`config.mk`:
```
export PLATFORM = sky130hd
export DESIGN_NAME = dltq_cell
export DESIGN_NICKNAME = d
export VERILOG_FILES = /design/src/sv/dltq_pkg.sv /design/src/sv/dltq_cell.sv
export SDC_FILE = /design/constraint.sdc
export NUM_CORES = 1
export LEC_CHECK = 0
export BUFFER_PORTS_ARGS = -buffer_cell sky130_fd_sc_hd__buf_2
export CORE_MARGIN = 8
export CORE_UTILIZATION = 55
export DETAILED_ROUTE_END_ITERATION = 12
export GPL_TIMING_DRIVEN = 0
export PLACE_DENSITY = 0.94
export SYNTH_ARGS = -nofsm -noshare
export SYNTH_HDL_FRONTEND = slang
export SYNTH_SLANG_ARGS = --single-unit
```
`constraint.sdc`:
```
create_clock -name clock -period 10.7 [get_ports clock]
set_clock_uncertainty 0.2 [all_clocks]
set_input_delay 1.07 -clock clock [delete_from_list [all_inputs] [get_ports clock]]
set_output_delay 1.07 -clock clock [all_outputs]
set_load 0.03 [all_outputs]
```
`src/sv/dltq_pkg.sv`:
```
// ----------------------------------------------------------------------------
// dltq_pkg: shared types and constants of the delta list timer queue
// Holds the queue depth, status codes and the word that travels along the
// row of queue cells during an insertion.
// ----------------------------------------------------------------------------
`default_nettype none

package dltq_pkg;

   // number of queue cells
   localparam int QUEUE_DEPTH = 16;
   // width of a fill count that can hold QUEUE_DEPTH itself
   localparam int CNT_W = $clog2(QUEUE_DEPTH + 1);

   // result status codes
   localparam logic [1:0] ST_POSTED  = 2'd0;
   localparam logic [1:0] ST_FULL    = 2'd1;
   localparam logic [1:0] ST_IDLE    = 2'd2;
   localparam logic [1:0] ST_DELIVER = 2'd3;

   // word handed from one cell to the next during an insertion
   typedef struct packed {
      logic        valid;   // word present at this cell
      logic        append;  // delay-less post: go to the tail unchanged
      logic        shift;   // slot found, now moving displaced entries down
      logic [31:0] delta;
      logic [31:0] tag;
   } tok_type;

endpackage

`default_nettype wire

```
`src/sv/dltq_cell.sv`:
```
// ----------------------------------------------------------------------------
// dltq_cell: one entry of the delta list
// Holds a delta and a tag. An insertion word passes through one cell per
// cycle: it searches, drops its entry into place, then ripples the displaced
// entries down the row. A pop loads the entry of the right-hand neighbor.
// ----------------------------------------------------------------------------
`default_nettype none

module dltq_cell (
   input  wire                    clock,
   input  wire                    reset,
   input  wire                    occ,        // cell holds a live entry
   input  wire dltq_pkg::tok_type tok_in,
   output dltq_pkg::tok_type      tok_out,
   input  wire                    pop_en,
   input  wire  [31:0]            pop_delta,
   input  wire  [31:0]            pop_tag,
   output logic [31:0]            delta,
   output logic [31:0]            tag
);

   logic [31:0]       delta_ff, delta_in;
   logic [31:0]       tag_ff, tag_in;
   dltq_pkg::tok_type tok_ff, tok_in_nxt;
   logic              stop;

   // search stops at the tail or at the first larger delta
   assign stop = !occ || (!tok_in.append && ($signed(tok_in.delta) < $signed(delta_ff)));

   // cell update and outgoing word
   always_comb begin
      delta_in   = delta_ff;
      tag_in     = tag_ff;
      tok_in_nxt = '0;
      if (tok_in.valid) begin
         if (!tok_in.shift && !stop) begin
            // pass by this entry
            tok_in_nxt = tok_in;
            if (!tok_in.append) begin
               tok_in_nxt.delta = tok_in.delta - delta_ff;
            end
         end else begin
            // take the incoming entry, push ours down
            delta_in = tok_in.delta;
            tag_in   = tok_in.tag;
            if (occ) begin
               tok_in_nxt.valid = 1'b1;
               tok_in_nxt.shift = 1'b1;
               tok_in_nxt.tag   = tag_ff;
               tok_in_nxt.delta = tok_in.shift ? delta_ff : (delta_ff - tok_in.delta);
            end
         end
      end else if (pop_en) begin
         delta_in = pop_delta;
         tag_in   = pop_tag;
      end
   end

   // entry storage
   always_ff @(posedge clock) begin
      delta_ff <= delta_in;
      tag_ff   <= tag_in;
   end

   // word register toward the next cell
   always_ff @(posedge clock) begin
      if (reset) begin
         tok_ff <= '0;
      end else begin
         tok_ff <= tok_in_nxt;
      end
   end

   assign tok_out = tok_ff;
   assign delta   = delta_ff;
   assign tag     = tag_ff;

endmodule

`default_nettype wire

```
## After elaboration in Yosys (flattened, before gate mapping)

Cells that the tools add are included.
W data, S select, Z words.

| word-level totals | value |
|---|---|
| register bits after elaboration | 131 |
| bits of input ports | 135 |
| output and inout bits | 131 |
| logic and storage cells | 36 |

| operators by class | value |
|---|---|
| $lt $le $gt $ge | 1 |
| reduce and logical (&&, ||, !) cells | 11 |
| bitwise gates (word level) | 2 |
| mux-type cells | 12 |
| $add $sub $neg | 2 |
| eq/ne operators | 1 |

Operators with widths:

| kind | count |
|---|---|
| $mux W32 | 8 |
| $mux W65 | 2 |
| $sub A32 B32 Y32 | 2 |
| $lt A32 B32 Y1 | 1 |
| $logic_not A1 Y1 | 4 |
| $reduce_or A3 Y1 | 1 |
| $logic_and A1 B1 Y1 | 2 |
| $mux W1 | 2 |
| $ne A2 B2 Y1 const B | 1 |
| $not A1 Y1 | 2 |
| $reduce_and A2 Y1 | 1 |
| $reduce_bool A2 Y1 | 1 |
| $reduce_or A2 Y1 | 1 |
| $logic_or A1 B1 Y1 | 1 |

## Logic depth before layout (Yosys ltp)

Gate-level depths: netlist (run 1).

| logic depth | value |
|---|---|
| depth in word-level cells | 7 |
| mapped depth | 13 |
| depth with buffers taken out | 12 |

## Worst setup path before layout (run 1)

No wires, ideal clock.

| timing | value |
|---|---|
| path type | input -> register |
| from | in tok_in[34] (netlist name) |
| to | reg delta_ff[0] (netlist: delta[0]) (enable) |
| slack | 5,672 ps |
| required time | 10,073 ps |
| arrival | 4,401 ps |
| library setup time | 427 ps |
| buffers on the path | 1 |
| cell stages on the path | 10 |
| cell sequence | inv_1 ha_1 nor2b_1 o31a_1 o31a_1 o21ai_4 o21ai_4 a2bb2oi_4 buf_6 o22a_1 |

| on the way | value |
|---|---|
| cells in the longest elaborated chain, start to end | 7 |

Ends and longest elaborated chain:

| element | RTL line | text |
|---|---|---|
| start, declared | dltq_cell.sv:13 | `input wire dltq_pkg::tok_type tok_in,` |
| $lt A32 B32 Y1 | dltq_cell.sv:28 | `assign stop = !occ \|\| (!tok_in.append && ($signed(tok_in.delta) < $signed(delta_ff)));` |
| $logic_and A1 B1 Y1 | dltq_cell.sv:28 |  |
| $logic_or A1 B1 Y1 | dltq_cell.sv:28 |  |
| $logic_not A1 Y1 | dltq_cell.sv:36 | `if (!tok_in.shift && !stop) begin` |
| $logic_and A1 B1 Y1 | dltq_cell.sv:36 |  |
| $ne A2 B2 Y1 (no line) | -- |  |
| $reduce_and A2 Y1 (no line) | -- |  |
| end signal, assigned | dltq_cell.sv:61 | `delta_ff <= delta_in;` |
| end, declared | dltq_cell.sv:22 | `logic [31:0] delta_ff, delta_in;` |

Every way passes these cells.
A chain may end at the register's enable or synchronous reset.

## Worst setup path in the final report (run 1)

| timing | value |
|---|---|
| from | in tok_in[34] (netlist name) |
| to | reg delta_ff[17] (netlist: delta[17]) (enable) |

Same word-level chain as after synthesis.

==> results of run 1 <==
## critical path: cells and delay by family
family                   cells  cell delay [ns]
AO/OA/AOI/OAI                6             2.22
buffers and inverters        3             0.41
adder cells (fa/ha/maj)      1             0.39
AND/OR/NAND/NOR              1             0.21
## per-layer routing
metal	GRT usage, %	vias up
met5	0	-
met4	18.3	6
met3	9.80	164
met2	52.7	753
met1	38.5	4701
li1	-	4459
## synthesized netlist by cell type (3+ instances only)
| cell | number |
|---|---|
| nand2_1 | 132 |
| a21oi_1 | 104 |
| inv_1 | 80 |
| dfxtp_1 | 67 |
| mux2_2 | 65 |
| edfxtp_1 | 64 |
| ha_1 | 63 |
| nor2_1 | 57 |
| o21ai_0 | 46 |
| clkbuf_1 | 38 |
| nor3_1 | 30 |
| a211oi_1 | 28 |
| o211ai_1 | 27 |
| a21o_1 | 21 |
| buf_2 | 19 |
| o21a_1 | 19 |
| xnor2_1 | 17 |
| and3_1 | 14 |
| mux2i_1 | 11 |
| nor2b_1 | 11 |
| xor2_1 | 11 |
| or3_1 | 10 |
| nand3_1 | 9 |
| buf_4 | 8 |
| nand4_1 | 8 |
| o21bai_1 | 8 |
| o31ai_1 | 6 |
| o31a_1 | 5 |
| or2_2 | 5 |
| a221oi_1 | 4 |
| a31oi_1 | 4 |
| and2_1 | 4 |
| and4_1 | 4 |
| o311ai_0 | 4 |
| a2111oi_0 | 3 |
| a311oi_1 | 3 |
| buf_1 | 3 |
| nand2b_1 | 3 |
| nor4_1 | 3 |
| o21ai_1 | 3 |
| o221ai_1 | 3 |
| o311a_1 | 3 |
## layout by cell type, fill, tap and decap left out, types with 4 or more instances in the layout
master and instances:
a211oi_1 28, a21o_1 21, a21oi_1 104, a221oi_1 4, a31oi_1 4, and2_1 4, and3_1 14, and4_1 4
buf_2 283, buf_4 8, clkbuf_1 38, clkbuf_16 17, dfxtp_1 67, edfxtp_1 64, ha_1 63, inv_1 80
inv_6 7, mux2_2 65, mux2i_1 11, nand2_1 132, nand3_1 9, nand4_1 8, nor2_1 57, nor2b_1 11
nor3_1 30, o211ai_1 27, o21a_1 19, o21ai_0 46, o21bai_1 8, o311ai_0 4, o31a_1 5, o31ai_1 6
or2_2 5, or3_1 10, xnor2_1 17, xor2_1 11
## worst paths after layout
check | to | slack (ns) | cells past startpoint
setup / recovery | delta[17] | 6.21 | 11
hold / removal | tok_out[31] | 0.34 | 2
setup reg to reg | delta[17] | 6.53 | 9
hold reg to reg | tok_out[31] | 0.34 | 2
## flip-flops by register name, summed over array words and instances, names as in the netlist
| signal | count |
|---|---|
| delta | 32 |
| tok_out | 67 |
| tag | 32 |
## power breakdown
group          leakage (uW)  internal [uW]  switching, uW
registers           0.00119            568           24.4
clock network      0.000292            331            268
logic               0.00393            214            399
total               0.00542           1110            691
## kinds of logic (layout without fill, tap and decap cells)
| kind of cell | after synthesis | in the layout | share of synthesized area [%] |
|---|---|---|---|
| AO/OA/AOI/OAI | 322 | 322 | 23.0 |
| AND/OR/NAND/NOR | 301 | 301 | 15.0 |
| buffers and inverters | 152 | 448 | 6.83 |
| flip-flops | 131 | 131 | 34.8 |
| multiplexers | 76 | 76 | 8.97 |
| adder cells (fa/ha/maj) | 65 | 65 | 8.83 |
| XOR/XNOR | 28 | 28 | 2.61 |
| other | 0 | 2 | 0 |
## per-stage QoR
stage | setup slack, ns | total power, uW
6_report | 6.21 | 1800
3_3_place_gp | 4.29 | 1180
4_1_cts | 6.28 | 1780
2_1_floorplan | 5.67 | 1010
5_1_grt | 6.13 | 1860
3_5_place_dp | 5.82 | 1190
## cell type report
type                    count  area (um2)  area share [%]
repair buffers            264        1320            11.4
well taps                 220         275            2.38
multi-input cells         792        5490            47.4
inverters                  81         304            2.63
clock inverters            15         160            1.38
flip-flops and latches    131        3260            28.2
plain buffers              71         337            2.91
diodes                      2        5.00          0.0432
clock buffers              17         425            3.67
==> flow_summary.json, run 1 <==
{
  "status": "finished, final reports clean",
  "layout.nets": 1558,
  "synth_edf_count": 64,
  "start_util_pct": 56.4,
  "die_w_um": 147,
  "criticalPathCategory": "in -> reg",
  "critical_path.startpoint": "tok_in[34]",
  "syn_area_mm2": 0.00939,
  "place.gp.congestion": 1.02,
  "grt-ovfl-total": 0,
  "yosysSeqAreaShare_pct": 34.8,
  "yosys-top-cells-area": "edfxtp_1 (20%), dfxtp_1 (14%), ha_1 (8.4%)",
  "coreArea_mm2": 0.0166,
  "tns_ns": 0,
  "dpl.hpwl_um": 27800,
  "slew_headroom_pct": 34.6,
  "wl_met1_um": 13400,
  "start_kind": "primary input",
  "cap_violations": 0,
  "async_reset_ff_share_pct": 0,
  "pwr_density_cell_mw_per_mm2": 156,
  "postCtsSetupBuffers": 0,
  "drive_gt1_share_pct": 30.0,
  "whs_ns": 0.342,
  "required_ns": 10.56,
  "final_core_util_pct": 69.6,
  "floorplan.die_area_mm2": 0.0215,
  "syn_inst": 1075,
  "synthFlopType": "dfxtp_1",
  "grt_max_degree": 65,
  "grtUsageTotal_pct": 32.8,
  "num_vias": 10083,
  "grt_pass1_vias": 9951,
  "vdd_drop_max_mv": 0.138,
  "period_minus_slack_ns": 4.49,
  "route.detailed.drc": 0,
  "cts_hold_repair.buffers": 0,
  "grt_pass1_wl_um": 55500,
  "post-route-period-util_pct": 41.9,
  "cpPeakStageDelay_ns": 0.80,
  "synth-seq-cells": 131,
  "antenna_found_initial": 5,
  "finalHoldViolCount": 0,
  "yosys.cell_types.count": 79,
  "die_height_um": 147,
  "rsz0062_at_grt": "no",
  "route.top_layer_used": "met5",
  "cp_slowest_cell": "o22a_4",
  "first_pass_iters": 6,
  "stdcell_area_mm2": 0.0116,
  "io_buffers": 264,
  "drtAntennaViolNets": 0,
  "dpl_cell_area_mm2": 0.0110,
  "slew_violations": 0,
  "ios": 266,
  "clk_path_buf_depth": 2,
  "cp_max_fo": 64,
  "setup_viol": 0,
  "wire_per_inst_um": 23.1,
  "crit_path_cell_trace": "buf_2 -> inv_1 -> ha_1 -> nor2b_1 -> o31a_1 -> o31a_1 -> o21ai_4 -> o21ai_4 -> a2bb2oi_4 -> buf_6 -> o22a_4",
  "routed_via_density": 6.33,
  "cts_made_buffers": 17,
  "r2r-start": "delta[2]",
  "worst_slew_pin_slew_ns": 0.981,
  "p_leak_uw": 0.00542,
  "max_freq_mhz": 223,
  "root_buffer": "clkbuf_16",
  "synth_area_per_cell_um2": 8.73,
  "hold_class": "reg -> reg",
  "yosys_warnings": 0,
  "stdcell_count": 1593,
  "rows": 47,
  "fillers": 1277,
  "numClockSinks": 131,
  "cp-end-kind": "flip-flop",
  "wl_met3_um": 4520,
  "synth_top_area_share_pct": 20.5,
  "dp_cells": 1559,
  "clkLatencyLatePin_ns": 0.45,
  "hold_path.startpoint": "tag[31]",
  "yosysTopAreaCell": "edfxtp_1",
  "drtIter0Drc": 1086,
  "ctsResizeCount": 0,
  "routed_wl_um": 36800,
  "path_clk_slew_ns": 0.06,
  "arrival_ns": 4.35,
  "htree_levels": 4,
  "syn-num-nets": 1275,
  "met2_length_um": 17000,
  "syn_to_final_growth_pct": 23.4,
  "cts_tree": "done"
}
Power figures use the tool's default switching activity.
==> run 2, diff against run 1 <==
--- a/config.mk
+++ b/config.mk
@@ -5,12 +5,13 @@
 export SDC_FILE = /design/constraint.sdc
 export NUM_CORES = 1
 export LEC_CHECK = 0
+export ABC_AREA = 1
 export BUFFER_PORTS_ARGS = -buffer_cell sky130_fd_sc_hd__buf_2
 export CORE_MARGIN = 8
-export CORE_UTILIZATION = 55
+export CORE_UTILIZATION = 49
 export DETAILED_ROUTE_END_ITERATION = 12
 export GPL_TIMING_DRIVEN = 0
-export PLACE_DENSITY = 0.94
+export PLACE_DENSITY = 0.88
 export SYNTH_ARGS = -nofsm -noshare
 export SYNTH_HDL_FRONTEND = slang
 export SYNTH_SLANG_ARGS = --single-unit
==> constraint.sdc (replaced) <==
create_clock -name clock -period 4 [get_ports clock]
set_clock_uncertainty 0.2 [all_clocks]
set_input_delay 0.4 -clock clock [delete_from_list [all_inputs] [get_ports clock]]
set_output_delay 0.4 -clock clock [all_outputs]
set_load 0.03 [all_outputs]
==> flow_summary.json, run 2 <==
{
  "status": "finished, final reports clean",
  "ios": 266,
  "tns_ns": 0,
  "worst_slew_pin_slew_ns": 0.884,
  "syn_to_final_growth_pct": 22.6,
  "setup_viol": 0,
  "yosysTopAreaCell": "nand2_1",
  "preCtsSetupSlack_ns": -0.0364,
  "mostFrequentLayoutCell": "nand2_1",
  "drtIter0Drc": 1393,
  "place.gp.congestion": 0.970,
  "cpPeakStageDelay_ns": 0.44,
  "antenna_found_initial": 3,
  "grt_max_degree": 29,
  "start_util_pct": 49.3,
  "p_leak_uw": 0.00715,
  "layout.nets": 2109,
  "rows": 53,
  "slew_headroom_pct": 41.1,
  "cts_made_buffers": 17,
  "numClockSinks": 131,
  "fillers": 2047,
  "synth_edf_count": 64,
  "path_clk_slew_ns": 0.07,
  "vdd_drop_max_mv": 0.273,
  "clk_path_buf_depth": 2,
  "grt_pass1_wl_um": 64600,
  "route.detailed.drc": 0,
  "cp_slowest_cell": "edfxtp_1",
  "final_core_util_pct": 60.4,
  "yosysSeqAreaShare_pct": 31.8,
  "num_vias": 12108,
  "rsz0062_at_grt": "no",
  "yosys-top-cells-area": "nand2_1 (23%), edfxtp_1 (19%), dfxtp_1 (13%)",
  "floorplan.die_area_mm2": 0.0258,
  "period_minus_slack_ns": 3.80,
  "cp-end-kind": "flip-flop",
  "yosys_warnings": 0,
  "htree_levels": 4,
  "yosys-top-cells-count": "nand2_1 (635), inv_1 (243), nand3_1 (148)",
  "first_pass_iters": 6,
  "post-route-period-util_pct": 95.1,
  "cts_hold_repair.buffers": 0,
  "coreArea_mm2": 0.0208,
  "cp_max_fo": 28,
  "synthFlopType": "dfxtp_1",
  "grt_pass1_vias": 11935,
  "die_height_um": 161,
  "criticalPathCategory": "reg -> reg",
  "synth_top_area_share_pct": 23.2,
  "cap_violations": 0,
  "synth_most_common_cell": "nand2_1",
  "arrival_ns": 3.73,
  "largest_reg_flops": 67,
  "start_kind": "flip-flop",
  "clkLatencyLatePin_ns": 0.43,
  "grt-ovfl-total": 0,
  "yosys.cell_types.count": 35,
  "synth_area_per_cell_um2": 6.33,
  "finalHoldViolCount": 0,
  "drtAntennaViolNets": 0,
  "root_buffer": "clkbuf_16",
  "final_cell_mix": "nand2_1 (635), buf_2 (289), inv_1 (243)",
  "crit_path_cell_trace": "ha_1 -> fa_1 -> inv_1 -> nand3_1 -> nand2_1 -> nand2_1 -> nand2_1 -> nand2_2 -> nand2_2 -> nand2_2 -> nand3_2 -> nand3_4 -> nand2_2 -> buf_6 -> inv_2 -> o21ai_4 -> buf_12",
  "routed_via_density": 5.51,
  "synth-seq-cells": 131,
  "grtUsageTotal_pct": 31.8,
  "cts_tree": "done",
  "die_w_um": 161,
  "syn_inst": 1621,
  "dpl.hpwl_um": 33700,
  "hold_class": "in -> reg",
  "fin_ws_ns": 0.195,
  "routed_wl_um": 42600,
  "io_buffers": 263,
  "syn-num-nets": 1821,
  "required_ns": 3.92,
  "wire_per_inst_um": 19.4,
  "pwr_density_cell_mw_per_mm2": 387,
  "syn_area_mm2": 0.0103,
  "slew_violations": 0,
  "drive_gt1_share_pct": 18.5,
  "async_reset_ff_share_pct": 0,
  "crit_top_cell": "nand2_2",
  "max_freq_mhz": 263,
  "ctsResizeCount": 0
}
-- run 2: cell types whose count changed after synthesis, sizes merged, moves of 27 or more --
cell / delta
a211oi: -28
a21oi: -42
inv: +166
mux2: -65
nand2: +510
nand3: +141
nand4: +58
nor3: -28
o211ai: -27
-- run 2: power by group --
group | total (uW) | switching [uW] | leakage [uW] | internal, uW
logic | 1710 | 1200 | 0.00568 | 512
registers | 1590 | 63.9 | 0.00119 | 1520
clock network | 1580 | 707 | 0.000281 | 873
total | 4870 | 1970 | 0.00715 | 2910
-- run 2: what timing repair did --
action / in CTS / in global routing
buffers inserted: 0 / 4
endpoints found under the hold margin: 0 / 0
setup endpoints to repair: 0 / 53
-- run 2: area by class of cell --
type / instances / area, um2 / area share [%]
antenna: 2 / 5.00 / 0.0398
sequential: 131 / 3260 / 25.9
inverter: 247 / 927 / 7.37
clock buffer: 17 / 425 / 3.38
timing repair buffer: 269 / 1390 / 11.0
multi-input combinational: 1171 / 5730 / 45.5
clock inverter: 15 / 146 / 1.16
tap: 275 / 344 / 2.73
buffer: 72 / 359 / 2.85
-- run 2: cells by family after synthesis --
logic type	share of synthesized area, %
AND/OR/NAND/NOR	38.5
XOR/XNOR	1.45
adder cells (fa/ha/maj)	8.07
buffers and inverters	12.5
AO/OA/AOI/OAI	7.64
flip-flops	31.8
-- run 2: path summary, 6_finish.rpt --
kind | startpoint | end | slack [ns] | cells past startpoint
worst max register to register | delta[0] | delta[15] | 0.20 | 17
worst max-delay path | delta[0] | delta[15] | 0.20 | 17
worst min-delay path | tok_in[1] | tok_out[1] | 0.02 | 3
worst min register to register | tag[4] | tok_out[4] | 0.29 | 2
-- run 2: layer usage --
metal	GRT usage (%)	share of wire, %	vias to the layer above
met1	38.4	37	5446
met3	6.76	10	158
li1	-	-	5726
met5	0	0.026	-
met4	18.4	5.2	2
met2	51.7	47	776
-- run 2: worst max-delay path, delay by kind of cell, from the launching register on --
| kind | cells | cell delay [ns] |
|---|---|---|
| and+or+nand+nor | 10 | 1.17 |
| DFF | 1 | 0.44 |
| buffers and inverters | 4 | 0.68 |
| adders and majority gates | 2 | 0.66 |
| AOI/OAI and AO/OA | 1 | 0.31 |
-- run 2: stage by stage --
step	hold WS, ns	std cells	power [uW]	cell area, um2
final	0.0205	2199	4870	12600
after global placement	0.267	2159	3240	11900
after global routing	0.0261	2199	5080	12600
after detailed placement	0.276	2161	3270	12000
after CTS	0.0132	2193	4830	12600
after floorplan	0.355	1621	2710	10300
